--- config.mk ---
export PLATFORM = sky130hd
export DESIGN_NAME = ir_range_average_linearize_core
export DESIGN_NICKNAME = d
export VERILOG_FILES = /design/src/hw/rtl/irl_pkg.sv /design/src/hw/rtl/irl_window.sv /design/src/hw/rtl/irl_linearize.sv /design/src/hw/rtl/ir_range_average_linearize_core.sv
export SDC_FILE = /design/constraint.sdc
export NUM_CORES = 2
export LEC_CHECK = 0
export ABC_AREA = 1
export BUFFER_PORTS_ARGS = -buffer_cell sky130_fd_sc_hd__buf_4
export CELL_PAD_IN_SITES_DETAIL_PLACEMENT = 1
export CELL_PAD_IN_SITES_GLOBAL_PLACEMENT = 2
export CORE_MARGIN = 1
export CORE_UTILIZATION = 30
export DETAILED_ROUTE_END_ITERATION = 12
export PLACE_DENSITY = 0.6
export SYNTH_ARGS = -nofsm -noshare
export SYNTH_HDL_FRONTEND = slang
export SYNTH_SLANG_ARGS = --single-unit
--- constraint.sdc ---
create_clock -name clk -period 11.9 [get_ports clk]
set_clock_uncertainty 0.1 [all_clocks]
set_input_delay 0.595 -clock clk [delete_from_list [all_inputs] [get_ports clk]]
set_output_delay 0.595 -clock clk [all_outputs]
set_load 0.01 [all_outputs]
--- src/hw/rtl/irl_pkg.sv ---
// shared types, constants and sensor curve tables for the ir range averager
package irl_pkg;

  // default configuration
  localparam int DEF_WINDOW      = 20;
  localparam int DEF_CHANNELS    = 4;
  localparam int DEF_SAMPLE_BITS = 10;

  // fixed port field widths
  localparam int CHAN_W     = 2;
  localparam int SAMPLE_W   = 10;
  localparam int DIST_W     = 14;
  localparam int MASK_W     = 4;
  localparam int IN_DATA_W  = 16;
  localparam int OUT_DATA_W = 24;
  localparam logic [MASK_W-1:0] MASK_RESET = 4'd8;

  // pipeline depth from accept to result register
  localparam int STAGES = 9;

  // voltage in 1e-5 V is avg * VOLT_SCALE
  localparam int VOLT_SCALE    = 489;
  localparam int SHORT_FLOOR_P = 31000;

  // segment fields: breakpoint in 1e-5 V, offset in 1e-8 inch, slope in 1e-3 inch per volt
  localparam int THR_W = 19;
  localparam int A_W   = 34;
  localparam int B_W   = 17;
  localparam int D_W   = 33;

  // 60 inch in 1e-8 inch
  localparam logic [D_W-1:0] DIST_MAX_E8 = 33'd6000000000;
  // largest distance in 1/256 inch
  localparam int DIST_MAX_Q = 15360;

  // distance * 256 / 1e8 is floor(d / 390625), done as a reciprocal multiply
  localparam int          SCALE_SHIFT = 52;
  localparam logic [63:0] SCALE_DIV   = 64'd390625;
  localparam int          RECIP_W     = 34;
  localparam int          RECIP_LO_W  = 17;
  localparam logic [RECIP_W-1:0] SCALE_RECIP =
    RECIP_W'(((64'd1 << SCALE_SHIFT) + SCALE_DIV - 64'd1) / SCALE_DIV);

  typedef struct packed {
    logic [THR_W-1:0] thr;
    logic [A_W-1:0]   a_e5;
    logic [B_W-1:0]   b;
  } irl_seg_t;

  // pipeline control from the top level
  typedef struct packed {
    logic              accept;
    logic              commit;
    logic [STAGES:1]   load;
  } irl_ctrl_t;

  localparam int SHORT_SEGS = 18;
  localparam int LONG_SEGS  = 10;

  // short-range curve, top segment first; the last entry catches everything below
  localparam irl_seg_t SHORT_CURVE [SHORT_SEGS] = '{
    '{19'd304000, 34'd120000000,  17'd0},
    '{19'd300000, 34'd1614000000, 17'd4921},
    '{19'd273000, 34'd356500000,  17'd729},
    '{19'd234000, 34'd419700000,  17'd960},
    '{19'd201000, 34'd476000000,  17'd1193},
    '{19'd178000, 34'd580300000,  17'd1710},
    '{19'd157000, 34'd609300000,  17'd1875},
    '{19'd140000, 34'd678500000,  17'd2316},
    '{19'd127000, 34'd778300000,  17'd3028},
    '{19'd106000, 34'd869900000,  17'd3750},
    '{19'd93000,  34'd1114500000, 17'd6057},
    '{19'd81000,  34'd1161400000, 17'd6560},
    '{19'd74000,  34'd1541000000, 17'd11250},
    '{19'd65000,  34'd1355900000, 17'd8749},
    '{19'd53000,  34'd1853700000, 17'd16404},
    '{19'd42000,  34'd1932700000, 17'd17895},
    '{19'd38000,  34'd3248000000, 17'd49213},
    '{19'd0,      34'd2446600000, 17'd28121}
  };

  // long-range curve, top segment first
  localparam irl_seg_t LONG_CURVE [LONG_SEGS] = '{
    '{19'd275000, 34'd0,          17'd0},
    '{19'd251000, 34'd2846100000, 17'd8202},
    '{19'd200000, 34'd2725000000, 17'd7720},
    '{19'd150000, 34'd2755900000, 17'd7874},
    '{19'd125000, 34'd3937000000, 17'd15748},
    '{19'd105000, 34'd4429100000, 17'd19685},
    '{19'd90000,  34'd5118100000, 17'd26247},
    '{19'd70000,  34'd6299200000, 17'd39370},
    '{19'd46000,  34'd9055100000, 17'd78740},
    '{19'd0,      34'd6000000000, 17'd0}
  };

endpackage

--- src/hw/rtl/irl_window.sv ---
// per-channel sample rings and running window sums (pipeline stages 1 and 2)
module irl_window #(
  parameter int WINDOW      = irl_pkg::DEF_WINDOW,
  parameter int CHANNELS    = irl_pkg::DEF_CHANNELS,
  parameter int SAMPLE_BITS = irl_pkg::DEF_SAMPLE_BITS,
  localparam int SUM_W      = $clog2(WINDOW * (2 ** SAMPLE_BITS))
) (
  input  logic                                clk,
  input  logic                                rst,
  input  irl_pkg::irl_ctrl_t                  ctrl,
  input  logic [irl_pkg::CHAN_W-1:0]          channel,
  input  logic [irl_pkg::SAMPLE_W-1:0]        sample,
  input  logic [irl_pkg::MASK_W-1:0]          long_curve_mask,
  output logic [SUM_W-1:0]                    win_sum,
  output logic [irl_pkg::SAMPLE_W-1:0]        win_raw,
  output logic                                win_inrange,
  output logic                                win_use_long
);
  import irl_pkg::*;

  localparam int CH_IW  = (CHANNELS > 1) ? $clog2(CHANNELS) : 1;
  localparam int SLOT_W = $clog2(WINDOW);
  localparam int DEPTH  = CHANNELS * WINDOW;
  localparam int ADDR_W = (DEPTH > 1) ? $clog2(DEPTH) : 1;

  // ring memory with one valid bit per entry so reset reads as zero
  logic [SAMPLE_BITS-1:0] ring [DEPTH];
  logic [DEPTH-1:0]       ring_vld;

  logic [SLOT_W-1:0] write_slot [CHANNELS];
  logic [SUM_W-1:0]  window_sum [CHANNELS];

  logic [CH_IW-1:0]       ch_idx;
  logic                   inrange;
  logic [SLOT_W-1:0]      slot_cur;
  logic [SLOT_W-1:0]      slot_next;
  logic [ADDR_W-1:0]      addr;
  logic [SAMPLE_BITS-1:0] s_st;
  logic                   wr_en;

  // stage 1 registers
  logic [CH_IW-1:0]        s1_ch;
  logic [SAMPLE_BITS-1:0]  s1_s;
  logic [SAMPLE_BITS-1:0]  s1_old;
  logic                    s1_old_vld;
  logic                    s1_inrange;
  logic                    s1_use_long;
  logic [SAMPLE_W-1:0]     s1_raw;

  logic [SAMPLE_BITS-1:0]  old_eff;
  logic [SUM_W-1:0]        new_sum;

  // address of the slot this beat overwrites
  always_comb begin
    ch_idx    = CH_IW'(channel);
    inrange   = int'(channel) < CHANNELS;
    s_st      = SAMPLE_BITS'(sample);
    slot_cur  = inrange ? write_slot[ch_idx] : '0;
    slot_next = (slot_cur == SLOT_W'(WINDOW - 1)) ? '0 : SLOT_W'(slot_cur + 1'b1);
    addr      = inrange ?
                ADDR_W'(ADDR_W'(ch_idx) * ADDR_W'(WINDOW) + ADDR_W'(slot_cur)) : '0;
    wr_en     = ctrl.accept && inrange;
  end

  // ring read (old value) and write of the new sample
  always_ff @(posedge clk) begin
    if (ctrl.load[1]) begin
      s1_old <= ring[addr];
    end
    if (wr_en) begin
      ring[addr] <= s_st;
    end
  end

  // valid bits and write slots
  always_ff @(posedge clk) begin
    if (rst) begin
      ring_vld <= '0;
      for (int c = 0; c < CHANNELS; c++) begin
        write_slot[c] <= '0;
      end
    end else if (wr_en) begin
      ring_vld[addr]     <= 1'b1;
      write_slot[ch_idx] <= slot_next;
    end
  end

  // stage 1 payload
  always_ff @(posedge clk) begin
    if (ctrl.load[1]) begin
      s1_ch       <= ch_idx;
      s1_s        <= s_st;
      s1_old_vld  <= ring_vld[addr];
      s1_inrange  <= inrange;
      s1_use_long <= long_curve_mask[channel];
      s1_raw      <= SAMPLE_W'(s_st);
    end
  end

  // running sum update: drop the old sample, add the new one
  always_comb begin
    old_eff = s1_old_vld ? s1_old : '0;
    new_sum = SUM_W'(window_sum[s1_ch] - SUM_W'(old_eff) + SUM_W'(s1_s));
  end

  always_ff @(posedge clk) begin
    if (rst) begin
      for (int c = 0; c < CHANNELS; c++) begin
        window_sum[c] <= '0;
      end
    end else if (ctrl.commit && s1_inrange) begin
      window_sum[s1_ch] <= new_sum;
    end
  end

  // stage 2 payload
  always_ff @(posedge clk) begin
    if (ctrl.load[2]) begin
      win_sum      <= new_sum;
      win_raw      <= s1_raw;
      win_inrange  <= s1_inrange;
      win_use_long <= s1_use_long;
    end
  end

  // the slot in use is always inside the ring
  a_slot_range: assert property (@(posedge clk) disable iff (rst)
    wr_en |-> int'(slot_cur) < WINDOW)
    else $error("write slot beyond window");

  // a committed sum never exceeds a full window of maximum samples
  a_sum_range: assert property (@(posedge clk) disable iff (rst)
    (ctrl.commit && s1_inrange) |-> int'(new_sum) <= WINDOW * ((2 ** SAMPLE_BITS) - 1))
    else $error("window sum out of range");

endmodule

--- src/hw/rtl/irl_linearize.sv ---
// window average and piecewise-linear distance mapping (pipeline stages 3 to 9)
module irl_linearize #(
  parameter int WINDOW      = irl_pkg::DEF_WINDOW,
  parameter int SAMPLE_BITS = irl_pkg::DEF_SAMPLE_BITS,
  localparam int SUM_W      = $clog2(WINDOW * (2 ** SAMPLE_BITS))
) (
  input  logic                          clk,
  input  irl_pkg::irl_ctrl_t            ctrl,
  input  logic [SUM_W-1:0]              win_sum,
  input  logic [irl_pkg::SAMPLE_W-1:0]  win_raw,
  input  logic                          win_inrange,
  input  logic                          win_use_long,
  output logic [irl_pkg::SAMPLE_W-1:0]  raw_echo,
  output logic [irl_pkg::DIST_W-1:0]    distance
);
  import irl_pkg::*;

  // exact divide by WINDOW: multiply by a rounded-up reciprocal and shift
  localparam int DIV_SHIFT = SUM_W + $clog2(WINDOW);
  localparam logic [SUM_W:0] RECIP =
    (SUM_W + 1)'(((64'd1 << DIV_SHIFT) + 64'(WINDOW) - 64'd1) / 64'(WINDOW));
  localparam int AVG_PW  = 2 * SUM_W + 1;
  localparam int PW      = SAMPLE_BITS + 9;
  localparam int PROD_W  = B_W + PW;
  localparam int PP_W    = D_W + RECIP_LO_W;
  localparam int FULL_W  = D_W + RECIP_W;

  // carried fields
  logic [SAMPLE_W-1:0] raw_d [3:STAGES];
  logic                inr_d [3:STAGES-1];
  logic                long_d [3:4];

  logic [AVG_PW-1:0]      avg_prod;
  logic [SAMPLE_BITS-1:0] s3_avg;
  logic [PW-1:0]          s4_p;
  logic [PW-1:0]          p_used;
  irl_seg_t               short_seg;
  irl_seg_t               long_seg;
  irl_seg_t               seg;
  logic [A_W-1:0]         s5_a;
  logic [B_W-1:0]         s5_b;
  logic [PW-1:0]          s5_p;
  logic [A_W-1:0]         s6_a;
  logic [PROD_W-1:0]      s6_prod;
  logic [A_W-1:0]         diff;
  logic [D_W-1:0]         d_clamp;
  logic [D_W-1:0]         s7_d;
  logic [PP_W-1:0]        s8_pp_lo;
  logic [PP_W-1:0]        s8_pp_hi;
  logic [FULL_W-1:0]      full;

  // side fields follow their beat down the pipe
  always_ff @(posedge clk) begin
    if (ctrl.load[3]) begin
      raw_d[3]  <= win_raw;
      inr_d[3]  <= win_inrange;
      long_d[3] <= win_use_long;
    end
    if (ctrl.load[4]) begin
      long_d[4] <= long_d[3];
    end
    for (int k = 4; k <= STAGES; k++) begin
      if (ctrl.load[k]) begin
        raw_d[k] <= raw_d[k-1];
      end
    end
    for (int k = 4; k <= STAGES - 1; k++) begin
      if (ctrl.load[k]) begin
        inr_d[k] <= inr_d[k-1];
      end
    end
  end

  // stage 3: window average
  assign avg_prod = AVG_PW'(win_sum) * AVG_PW'(RECIP);

  always_ff @(posedge clk) begin
    if (ctrl.load[3]) begin
      s3_avg <= SAMPLE_BITS'(avg_prod >> DIV_SHIFT);
    end
  end

  // stage 4: voltage in 1e-5 V
  always_ff @(posedge clk) begin
    if (ctrl.load[4]) begin
      s4_p <= PW'(PW'(s3_avg) * PW'(VOLT_SCALE));
    end
  end

  // stage 5: segment search, short curve voltage held at its floor
  always_comb begin
    p_used = (!long_d[4] && (s4_p <= PW'(SHORT_FLOOR_P))) ? PW'(SHORT_FLOOR_P) : s4_p;
    short_seg = SHORT_CURVE[SHORT_SEGS-1];
    for (int i = SHORT_SEGS - 2; i >= 0; i--) begin
      if (32'(p_used) > 32'(SHORT_CURVE[i].thr)) begin
        short_seg = SHORT_CURVE[i];
      end
    end
    long_seg = LONG_CURVE[LONG_SEGS-1];
    for (int i = LONG_SEGS - 2; i >= 0; i--) begin
      if (32'(p_used) > 32'(LONG_CURVE[i].thr)) begin
        long_seg = LONG_CURVE[i];
      end
    end
    seg = long_d[4] ? long_seg : short_seg;
  end

  always_ff @(posedge clk) begin
    if (ctrl.load[5]) begin
      s5_a <= seg.a_e5;
      s5_b <= seg.b;
      s5_p <= p_used;
    end
  end

  // stage 6: slope times voltage
  always_ff @(posedge clk) begin
    if (ctrl.load[6]) begin
      s6_a    <= s5_a;
      s6_prod <= PROD_W'(s5_b) * PROD_W'(s5_p);
    end
  end

  // stage 7: offset minus slope term, clamped to 0 .. 60 inch
  always_comb begin
    diff = '0;
    if (64'(s6_prod) <= 64'(s6_a)) begin
      diff = A_W'(s6_a - A_W'(s6_prod));
    end
    d_clamp = (diff > A_W'(DIST_MAX_E8)) ? DIST_MAX_E8 : D_W'(diff);
  end

  always_ff @(posedge clk) begin
    if (ctrl.load[7]) begin
      s7_d <= d_clamp;
    end
  end

  // stage 8: scale to 1/256 inch, reciprocal split into two partial products
  always_ff @(posedge clk) begin
    if (ctrl.load[8]) begin
      s8_pp_lo <= PP_W'(s7_d) * PP_W'(SCALE_RECIP[RECIP_LO_W-1:0]);
      s8_pp_hi <= PP_W'(s7_d) * PP_W'(SCALE_RECIP[RECIP_W-1:RECIP_LO_W]);
    end
  end

  // stage 9: combine partial products into the result register
  assign full = (FULL_W'(s8_pp_hi) << RECIP_LO_W) + FULL_W'(s8_pp_lo);

  always_ff @(posedge clk) begin
    if (ctrl.load[9]) begin
      distance <= inr_d[STAGES-1] ? DIST_W'(full >> SCALE_SHIFT) : '0;
    end
  end

  assign raw_echo = raw_d[STAGES];

endmodule

--- src/hw/rtl/ir_range_average_linearize_core.sv ---
// ir range sensor averager and linearizer, top level with stream ports
// an accepted input beat reaches its result beat through the registered pipeline stages
// throughput: one beat per cycle; stages hold and close up bubbles when the output stalls
// the ring read, running-sum update and segment multiply each sit in their own stage
// reset: clears pipeline valids, rings (through per-entry valid bits), sums and slots
// reset: the long-curve mask comes up as 4'b1000; no clearing pass is needed
module ir_range_average_linearize_core #(
  parameter int WINDOW      = irl_pkg::DEF_WINDOW,
  parameter int CHANNELS    = irl_pkg::DEF_CHANNELS,
  parameter int SAMPLE_BITS = irl_pkg::DEF_SAMPLE_BITS
) (
  input  logic                              clk,
  input  logic                              rst,
  input  logic                              s_axis_tvalid,
  output logic                              s_axis_tready,
  input  logic [irl_pkg::IN_DATA_W-1:0]     s_axis_tdata,   // sample[9:0], zero pad
  input  logic [irl_pkg::CHAN_W-1:0]        s_axis_tuser,   // channel[1:0]
  output logic                              m_axis_tvalid,
  input  logic                              m_axis_tready,
  output logic [irl_pkg::OUT_DATA_W-1:0]    m_axis_tdata,   // raw_echo[9:0], distance[23:10]
  input  logic                              cfg_wr_en,
  input  logic [irl_pkg::MASK_W-1:0]        cfg_wr_data     // long_curve_mask
);
  import irl_pkg::*;

  localparam int SUM_W = $clog2(WINDOW * (2 ** SAMPLE_BITS));

  logic [MASK_W-1:0]   long_curve_mask;
  logic [STAGES:1]     vld;
  logic [STAGES+1:1]   adv;
  irl_ctrl_t           ctrl;

  logic [SUM_W-1:0]    win_sum;
  logic [SAMPLE_W-1:0] win_raw;
  logic                win_inrange;
  logic                win_use_long;
  logic [SAMPLE_W-1:0] raw_echo;
  logic [DIST_W-1:0]   distance;

  // configuration register
  always_ff @(posedge clk) begin
    if (rst) begin
      long_curve_mask <= MASK_RESET;
    end else if (cfg_wr_en) begin
      long_curve_mask <= cfg_wr_data;
    end
  end

  // a stage may load when it is empty or its beat moves on
  always_comb begin
    adv[STAGES+1] = m_axis_tready;
    for (int k = STAGES; k >= 1; k--) begin
      adv[k] = !vld[k] || adv[k+1];
    end
    ctrl.accept = s_axis_tvalid && adv[1];
    ctrl.commit = vld[1] && adv[2];
    ctrl.load   = adv[STAGES:1];
  end

  // stage valid bits
  always_ff @(posedge clk) begin
    if (rst) begin
      vld <= '0;
    end else begin
      if (adv[1]) begin
        vld[1] <= s_axis_tvalid;
      end
      for (int k = 2; k <= STAGES; k++) begin
        if (adv[k]) begin
          vld[k] <= vld[k-1];
        end
      end
    end
  end

  irl_window #(
    .WINDOW      (WINDOW),
    .CHANNELS    (CHANNELS),
    .SAMPLE_BITS (SAMPLE_BITS)
  ) u_window (
    .clk             (clk),
    .rst             (rst),
    .ctrl            (ctrl),
    .channel         (s_axis_tuser),
    .sample          (s_axis_tdata[SAMPLE_W-1:0]),
    .long_curve_mask (long_curve_mask),
    .win_sum         (win_sum),
    .win_raw         (win_raw),
    .win_inrange     (win_inrange),
    .win_use_long    (win_use_long)
  );

  irl_linearize #(
    .WINDOW      (WINDOW),
    .SAMPLE_BITS (SAMPLE_BITS)
  ) u_linearize (
    .clk          (clk),
    .ctrl         (ctrl),
    .win_sum      (win_sum),
    .win_raw      (win_raw),
    .win_inrange  (win_inrange),
    .win_use_long (win_use_long),
    .raw_echo     (raw_echo),
    .distance     (distance)
  );

  // stream outputs
  assign s_axis_tready = adv[1];
  assign m_axis_tvalid = vld[STAGES];
  assign m_axis_tdata  = {distance, raw_echo};

  // an accepted beat always lands in stage 1
  a_accept_lands: assert property (@(posedge clk) disable iff (rst)
    (s_axis_tvalid && s_axis_tready) |=> vld[1])
    else $error("accepted beat lost at stage 1");

  // an empty pipe never refuses input
  a_empty_ready: assert property (@(posedge clk) disable iff (rst)
    (vld == '0) |-> s_axis_tready)
    else $error("empty pipeline not ready");

  // distances stay within 60 inch
  a_dist_range: assert property (@(posedge clk) disable iff (rst)
    m_axis_tvalid |-> int'(m_axis_tdata[OUT_DATA_W-1:SAMPLE_W]) <= DIST_MAX_Q)
    else $error("distance above 60 inch");

endmodule

# Yosys cells after proc, flatten, opt, wreduce, memory -nomap -nowiden
# Memory sizes are Yosys's and may differ from the RTL's. A register that Yosys moved wholly into a read port is not among the register bits.
# Index checks and enable logic that the tools add are counted.
[totals] n_memories=6 ram_bits=958 reg_bits=445 in_bits=27 elab_cells=173
[mem_list] memory="u_window.ring" words=80 width=10 rd=1 rd_ports_with_merged_regs=1 write_ports=1 line="irl_window.sv:27" source="logic [SAMPLE_BITS-1:0] ring [DEPTH];"
[mem_list] memory="u_linearize.raw_d" words=7 width=10 rd=7 rd_ports_with_merged_regs=0 write_ports=7 line="irl_linearize.sv:29" source="logic [SAMPLE_W-1:0] raw_d [3:STAGES];"
[mem_list] memory="u_window.window_sum" words=4 width=15 rd=1 rd_ports_with_merged_regs=1 write_ports=4 line="irl_window.sv:31" source="logic [SUM_W-1:0] window_sum [CHANNELS];"
[mem_list] memory="u_window.write_slot" words=4 width=5 rd=1 rd_ports_with_merged_regs=0 write_ports=4 line="irl_window.sv:30" source="logic [SLOT_W-1:0] write_slot [CHANNELS];"
[mem_list] memory="u_linearize.inr_d" words=6 width=1 rd=6 rd_ports_with_merged_regs=0 write_ports=6 line="irl_linearize.sv:30" source="logic inr_d [3:STAGES-1];"
[mem_list] memory="u_linearize.long_d" words=2 width=1 rd=2 rd_ports_with_merged_regs=0 write_ports=2 line="irl_linearize.sv:31" source="logic long_d [3:4];"
[op_classes] n_lt_le_gt_ge=32 add_sub_neg=6 n_eq_ne=1 n_reduce_logical=25 mul=6 muxes=67 n_bitwise=1
[ops] op="51-bit 2-to-1 mux" count=26
[ops] op="19-bit by 17-bit > comparator with 1-bit output (second input constant)" count=9
[ops] op="19-bit by 18-bit > comparator with 1-bit output (second input constant)" count=8
[ops] op="19-bit by 16-bit > comparator with 1-bit output (second input constant)" count=5
[ops] op="80-bit bitwise OR" count=1
[ops] op="19-bit > comparator (second input constant)" count=4
[ops] op="66-bit by 50-bit adder with 66-bit output" count=1
[ops] op="33-bit by 17-bit multiplier with 50-bit output (second input constant)" count=1
[ops] op="48-bit 2-to-1 mux" count=1
[ops] op="33-bit by 14-bit multiplier with 46-bit output (second input constant)" count=1
[ops] op="36-bit by 34-bit <= comparator with 1-bit output" count=1
[ops] op="17-bit by 19-bit multiplier with 36-bit output" count=1
[ops] op="34-bit by 33-bit > comparator with 1-bit output (second input constant)" count=1
[ops] op="34-bit 2-to-1 mux" count=1
[ops] op="34-bit subtractor" count=1
[ops] op="15-bit by 16-bit multiplier with 30-bit output (second input constant)" count=1
[ops] op="1-bit 2-to-1 mux" count=28
[ops] op="19-bit by 15-bit <= comparator with 1-bit output (second input constant)" count=1
[ops] op="10-bit by 9-bit multiplier with 19-bit output (second input constant)" count=1
[ops] op="19-bit 2-to-1 mux" count=1
[ops] op="15-bit by 10-bit adder with 15-bit output" count=1
[ops] op="15-bit 2-to-1 mux" count=1
[ops] op="15-bit OR reduction" count=1
[ops] op="15-bit by 10-bit subtractor with 15-bit output" count=1
[ops] op="other kinds (17)" count=40

# Depth between registers and ports, before layout
# An unclocked memory read counts as a cell.
[depth] word_depth=23 depth_mapped=31 ltp_nobuf=29

# Cells and area by module
# Synthesis repeated with hierarchy kept, for this count alone.
[hier_totals] hier_cells=10117 hier_area_um2=96837.9
[by_module_without_submodules] module="irl_linearize" cells_each=5885 instances=1 area_each_um2=52897.0 seq_area_each_um2=10780.3
[by_module_without_submodules] module="irl_window" cells_each=4172 instances=1 area_each_um2=43426.6 seq_area_each_um2=29568.4
[by_module_without_submodules] module="ir_range_average_linearize_core" cells_each=60 instances=1 area_each_um2=514.2 seq_area_each_um2=260.2

# Worst setup path before layout
# OpenSTA, ideal clock, no wires.
[synth_timing] path_kind="input -> register" startpoint="input port m_axis_tready" endpoint="memory u_window.ring[24][0] in the netlist's numbering, enable pin" path_slack_ps=1666 required_time_ps=11422 setup_ps=378 arrival_ps=9756 path_stages=21 cell_sequence="nor2_1 > inv_2 > nor2_1 > inv_1 > nor2_1 > inv_1 > nor2_1 > inv_1 > nor2_1 > inv_1 > nor2_1 > inv_1 > nor2_1 > inv_2 > nor2_2 > inv_2 > nor2_4 > nor2_2 > buf_4 > nand3_2 > nor2_1"
[synth_between] elab_chain_cells=12
[synth_lines] element="start: declaration" line="ir_range_average_linearize_core.sv:19" source="input logic m_axis_tready,"
[synth_lines] element="1-bit logical OR" line="ir_range_average_linearize_core.sv:53" source="adv[k] = !vld[k] || adv[k+1];"
[synth_lines] element="via adv (one bit)" line="ir_range_average_linearize_core.sv:30" source="logic [STAGES+1:1] adv;"
[synth_lines] element="1-bit logical OR" line="ir_range_average_linearize_core.sv:53"
[synth_lines] element="via adv (one bit)" line="ir_range_average_linearize_core.sv:30"
[synth_lines] element="1-bit logical OR" line="ir_range_average_linearize_core.sv:53"
[synth_lines] element="via adv (one bit)" line="ir_range_average_linearize_core.sv:30"
[synth_lines] element="1-bit logical OR" line="ir_range_average_linearize_core.sv:53"
[synth_lines] element="via adv (one bit)" line="ir_range_average_linearize_core.sv:30"
[synth_lines] element="[... 1 more ...]"
[synth_lines] element="via adv (one bit)" line="ir_range_average_linearize_core.sv:30"
[synth_lines] element="[... 1 more ...]"
[synth_lines] element="via adv (one bit)" line="ir_range_average_linearize_core.sv:30"
[synth_lines] element="1-bit logical OR" line="ir_range_average_linearize_core.sv:53"
[synth_lines] element="via adv (one bit)" line="ir_range_average_linearize_core.sv:30"
[synth_lines] element="1-bit logical OR" line="ir_range_average_linearize_core.sv:53"
[synth_lines] element="via adv (one bit)" line="ir_range_average_linearize_core.sv:30"
[synth_lines] element="1-bit logical OR" line="ir_range_average_linearize_core.sv:53"
[synth_lines] element="1-bit logical AND" line="ir_range_average_linearize_core.sv:55" source="ctrl.accept = s_axis_tvalid && adv[1];"
[synth_lines] element="1-bit 2-to-1 mux" line="irl_window.sv:70" source="if (wr_en) begin"
[synth_lines] element="1-bit 2-to-1 mux (implied by the code)" line="irl_window.sv:71" source="ring[addr] <= s_st;"
[synth_lines] element="end: declaration" line="irl_window.sv:27"
# The timed path passes the listed nets, and every way through them passes these cells.

# Worst setup path in the final report
[layout_timing] startpoint="register u_linearize.s7_d[5]" endpoint="register u_linearize.s8_pp_lo[45], data pin"
[layout_between] elab_chain_cells=1
[layout_lines] element="start: declaration" line="irl_linearize.sv:47" source="logic [D_W-1:0] s7_d;"
[layout_lines] element="start signal: assignment" line="irl_linearize.sv:135" source="s7_d <= d_clamp;"
[layout_lines] element="33-bit by 17-bit multiplier with 50-bit output" line="irl_linearize.sv:142" source="s8_pp_lo <= PP_W'(s7_d) * PP_W'(SCALE_RECIP[RECIP_LO_W-1:0]);"
[layout_lines] element="end signal: assignment" line="irl_linearize.sv:142"
[layout_lines] element="end: declaration" line="irl_linearize.sv:48" source="logic [PP_W-1:0] s8_pp_lo;"
# No other way between the ends.
# A chain may end at the register's enable or synchronous reset.

==> results.cfg <==
[timing]
post-route-period-util = 0.624
timing.slew.headroom = 0.0814
final_max_slew_viol_count = 0
report.final.hold_viol_count = 0
max_slew.worst_pin.slew_ns = 1.37
tns_ns = 0
max_freq_mhz = 135
setup_violations = 0
rsz0062_at_grt = no
layout_min_cycle_time_ns = 7.42

[route]
first_iter_violations = 3388
post-route-drc-count = 0
detail_route.vias_per_cell = 4.84
detail_route.wirelength_um = 290000
dr.pass1.iters = 5
vias = 62000
final_antenna_net_count = 0
wl_per_cell_um = 22.7

[logic_synthesis]
synth_fp_nets = 10100
syn-instance-count = 8592
postSynthAreaPerCell_um2 = 10.7
netlist-cell-type-count = 69
synthFlopType = sky130_fd_sc_hd__edfxtp_1
synth-edff-count = 1288
synth_sequential_area_ratio = 0.443
async_reset_ff_frac = 0
synth.top_cell.area_share = 0.422
number_of_flip_flops_and_latches_in_the_synthesized_netlist = 1384
count_of_yosys_warnings_during_synthesis = 0
synth.top_cells.by_area = sky130_fd_sc_hd__edfxtp_1 42%, sky130_fd_sc_hd__fa_1 17%, sky130_fd_sc_hd__ha_1 10%, sky130_fd_sc_hd__nand2_1 6.3%, sky130_fd_sc_hd__inv_1 6.2%
netlist_area_um2 = 91600
post-synth-top-area-cell = sky130_fd_sc_hd__edfxtp_1

[place]
io_buffers = 46
placed_area_um2 = 97000
dp_hpwl_um = 213000
place.gp.congestion = 0.869

[hold_path]
hp-class = input pin to flip-flop
min-delay-start = s_axis_tdata[0]

[global_route]
grt_overflow = 0
largest_net_degree_at_the_start_of_global_routing = 84
grt_pass1_wl_um = 444000
grt_busiest_layer = met2
vias_in_the_first_global_route = 68900
grt_usage = 0.192
globalRouteMet1Util = 0.255
globalRouteMet2Util = 0.334
grt.met3_usage = 0.0171
grt_antenna_before_repair = 6

[clocking]
clockBufferDepth = 3
cts_made_buffers = 157
clock_tree_root_buffer_cell = sky130_fd_sc_hd__clkbuf_16
postCtsSetupBuffers = 0
cts.sink_count = 1384
insertion_delay_ns = 0.84
htree_num_levels = 4
clock_tree_from_tritoncts = built
cells_resized_by_post_cts_repair = 0
hold_buffers = 13
clkSlewWorstSetupHoldPaths_ns = 0.06

[layout]
syn_to_final_growth_pct = 11.6
postLayoutCellArea_um2 = 102000
mostFrequentLayoutCells = 1526 x sky130_fd_sc_hd__nand2_1, 1511 x sky130_fd_sc_hd__inv_1, 1288 x sky130_fd_sc_hd__edfxtp_1
post_route_cells_drive_above_1_share = 0.0570
register_area_um2 = 40600
nFillCells = 33700
most_common_cell_after_layout_fill_and_taps_aside = sky130_fd_sc_hd__nand2_1
final_nets = 10200
multi_input_area_um2 = 44200

[die]
fp.coreArea_um2 = 303000
die-width_um = 555
design.portCount = 53
dieArea_um2 = 308000
initial_utilization = 0.302
core.rowCount = 202
floorplan.die.height_um = 555

[worst_setup_path]
worst_setup_path_start_kind = flip-flop
data_arrival_critical_path_ns = 7.85
worstPathMaxFanout = 14
setup.worst_path.end_class = flip-flop
crit_type = flip-flop to flip-flop
launch_point_of_the_critical_path = u_linearize.s7_d[5]$_SDFFCE_PN0P_
critical_path_required_ns = 12.32
worst_r2r_startpoint = u_linearize.s7_d[5]$_SDFFCE_PN0P_

[run]
max_cap_viol_count = 0

[outcome]
status = finished clean
==> cells by family after synthesis <==
kind of cell	after synthesis	synth area share
buf+inv	1798	0.0752
xor+xnor	175	0.0167
fa+ha+maj	1511	0.268
simple gates	2528	0.113
compound gates	1196	0.0838
flops	1384	0.443
==> critical path, stage by stage (launching register included) <==
cell and delay, ns:
sky130_fd_sc_hd__edfxtp_1 0.80, sky130_fd_sc_hd__fa_1 0.73, sky130_fd_sc_hd__inv_1 0.07, sky130_fd_sc_hd__fa_1 0.52, sky130_fd_sc_hd__inv_1 0.06, sky130_fd_sc_hd__fa_1 0.50, sky130_fd_sc_hd__fa_1 0.54, sky130_fd_sc_hd__fa_1 0.53
sky130_fd_sc_hd__fa_1 0.50, sky130_fd_sc_hd__ha_1 0.38, sky130_fd_sc_hd__a21oi_1 0.19, sky130_fd_sc_hd__o21ai_0 0.16, sky130_fd_sc_hd__a21oi_1 0.29, sky130_fd_sc_hd__o21ai_0 0.14, sky130_fd_sc_hd__a21oi_1 0.45, sky130_fd_sc_hd__inv_1 0.14
sky130_fd_sc_hd__a31oi_1 0.46, sky130_fd_sc_hd__o21ai_0 0.29, sky130_fd_sc_hd__a21oi_1 0.23, sky130_fd_sc_hd__xnor2_1 0.10
==> Yosys cell counts (9+ instances only) <==
| cell type | count |
|---|---|
| sky130_fd_sc_hd__buf_1 | 16 |
| sky130_fd_sc_hd__nand3_2 | 9 |
| sky130_fd_sc_hd__a21o_1 | 19 |
| sky130_fd_sc_hd__xor2_1 | 110 |
| sky130_fd_sc_hd__clkbuf_1 | 165 |
| sky130_fd_sc_hd__fa_1 | 756 |
| sky130_fd_sc_hd__o31ai_1 | 23 |
| sky130_fd_sc_hd__nor2_1 | 578 |
| sky130_fd_sc_hd__nand2_2 | 21 |
| sky130_fd_sc_hd__nor3_1 | 42 |
| sky130_fd_sc_hd__o21bai_1 | 12 |
| sky130_fd_sc_hd__a22o_1 | 128 |
| sky130_fd_sc_hd__buf_2 | 51 |
| sky130_fd_sc_hd__a21oi_1 | 429 |
| sky130_fd_sc_hd__a31oi_1 | 46 |
| sky130_fd_sc_hd__nand2_1 | 1526 |
| sky130_fd_sc_hd__inv_2 | 32 |
| sky130_fd_sc_hd__nand3_1 | 198 |
| sky130_fd_sc_hd__o2111ai_1 | 9 |
| sky130_fd_sc_hd__o21ai_0 | 216 |
| sky130_fd_sc_hd__o21a_1 | 75 |
| sky130_fd_sc_hd__nand4_1 | 96 |
| sky130_fd_sc_hd__inv_1 | 1516 |
| sky130_fd_sc_hd__o21ai_1 | 16 |
| sky130_fd_sc_hd__nor4_1 | 14 |
| sky130_fd_sc_hd__nor2_2 | 9 |
| sky130_fd_sc_hd__xnor2_1 | 65 |
| sky130_fd_sc_hd__edfxtp_1 | 1288 |
| sky130_fd_sc_hd__a32o_1 | 10 |
| sky130_fd_sc_hd__dfxtp_1 | 96 |
| sky130_fd_sc_hd__buf_4 | 14 |
| sky130_fd_sc_hd__o22ai_1 | 12 |
| sky130_fd_sc_hd__o211ai_1 | 15 |
| sky130_fd_sc_hd__ha_1 | 755 |
| sky130_fd_sc_hd__a221oi_1 | 129 |
==> metrics by stage <==
step / worst slack [ns] / hold slack [ns] / util / std cells
final: 4.48 / 0.0769 / 0.337 / 12800
after global routing: 4.09 / 0.0285 / 0.337 / 12800
after CTS: 4.41 / 0.00863 / 0.337 / 12800
after detailed placement: 4.41 / 0.305 / 0.320 / 12500
after global placement: 4.39 / 0.302 / 0.320 / 12500
after floorplan: 1.67 / 0.300 / - / 8592
==> state kept, by name, summed over array words and instances (netlist names), 20 cells and up, named ones only <==
| name | cells |
|---|---|
| u_linearize.raw_d | 70 |
| u_linearize.s5_a | 29 |
| u_linearize.s6_a | 29 |
| u_linearize.s6_prod | 36 |
| u_linearize.s7_d | 33 |
| u_linearize.s8_pp_hi | 44 |
| u_linearize.s8_pp_lo | 32 |
| u_window.ring | 800 |
| u_window.ring_vld | 80 |
| u_window.window_sum | 60 |
| u_window.write_slot | 20 |
==> path summary, 6_finish.rpt <==
kind         depth (start not counted)  slack [ns]                                 end
max                                 19        4.48  u_linearize.s8_pp_lo[45]$_DFFE_PP_
min                                  1        0.08      u_window.ring[58][0]$_DFFE_PP_
max reg2reg                         19        4.48  u_linearize.s8_pp_lo[45]$_DFFE_PP_
min reg2reg                          0        0.29   u_linearize.inr_d[0][8]$_DFFE_PP_
==> metal layers <==
metal  part of all wire  up-vias
met4              0.023        0
met3              0.027      292
li1                   -    28800
met1               0.46    32100
met2               0.49      836
met5                  0        -
==> layout make-up <==
| cell class | count | area share |
|---|---|---|
| inverters | 1549 | 0.0570 |
| diodes | 4 | 0.0000979 |
| flip-flops and latches | 1384 | 0.397 |
| repair buffers | 194 | 0.0148 |
| clock buffers | 214 | 0.0415 |
| clock inverters | 74 | 0.00879 |
| multi-input cells | 5410 | 0.432 |
| well taps | 3978 | 0.0487 |
Power is left out: the tool's default activity adds up to more than one toggle a clock period on the data nets, which glitch-free logic cannot reach.
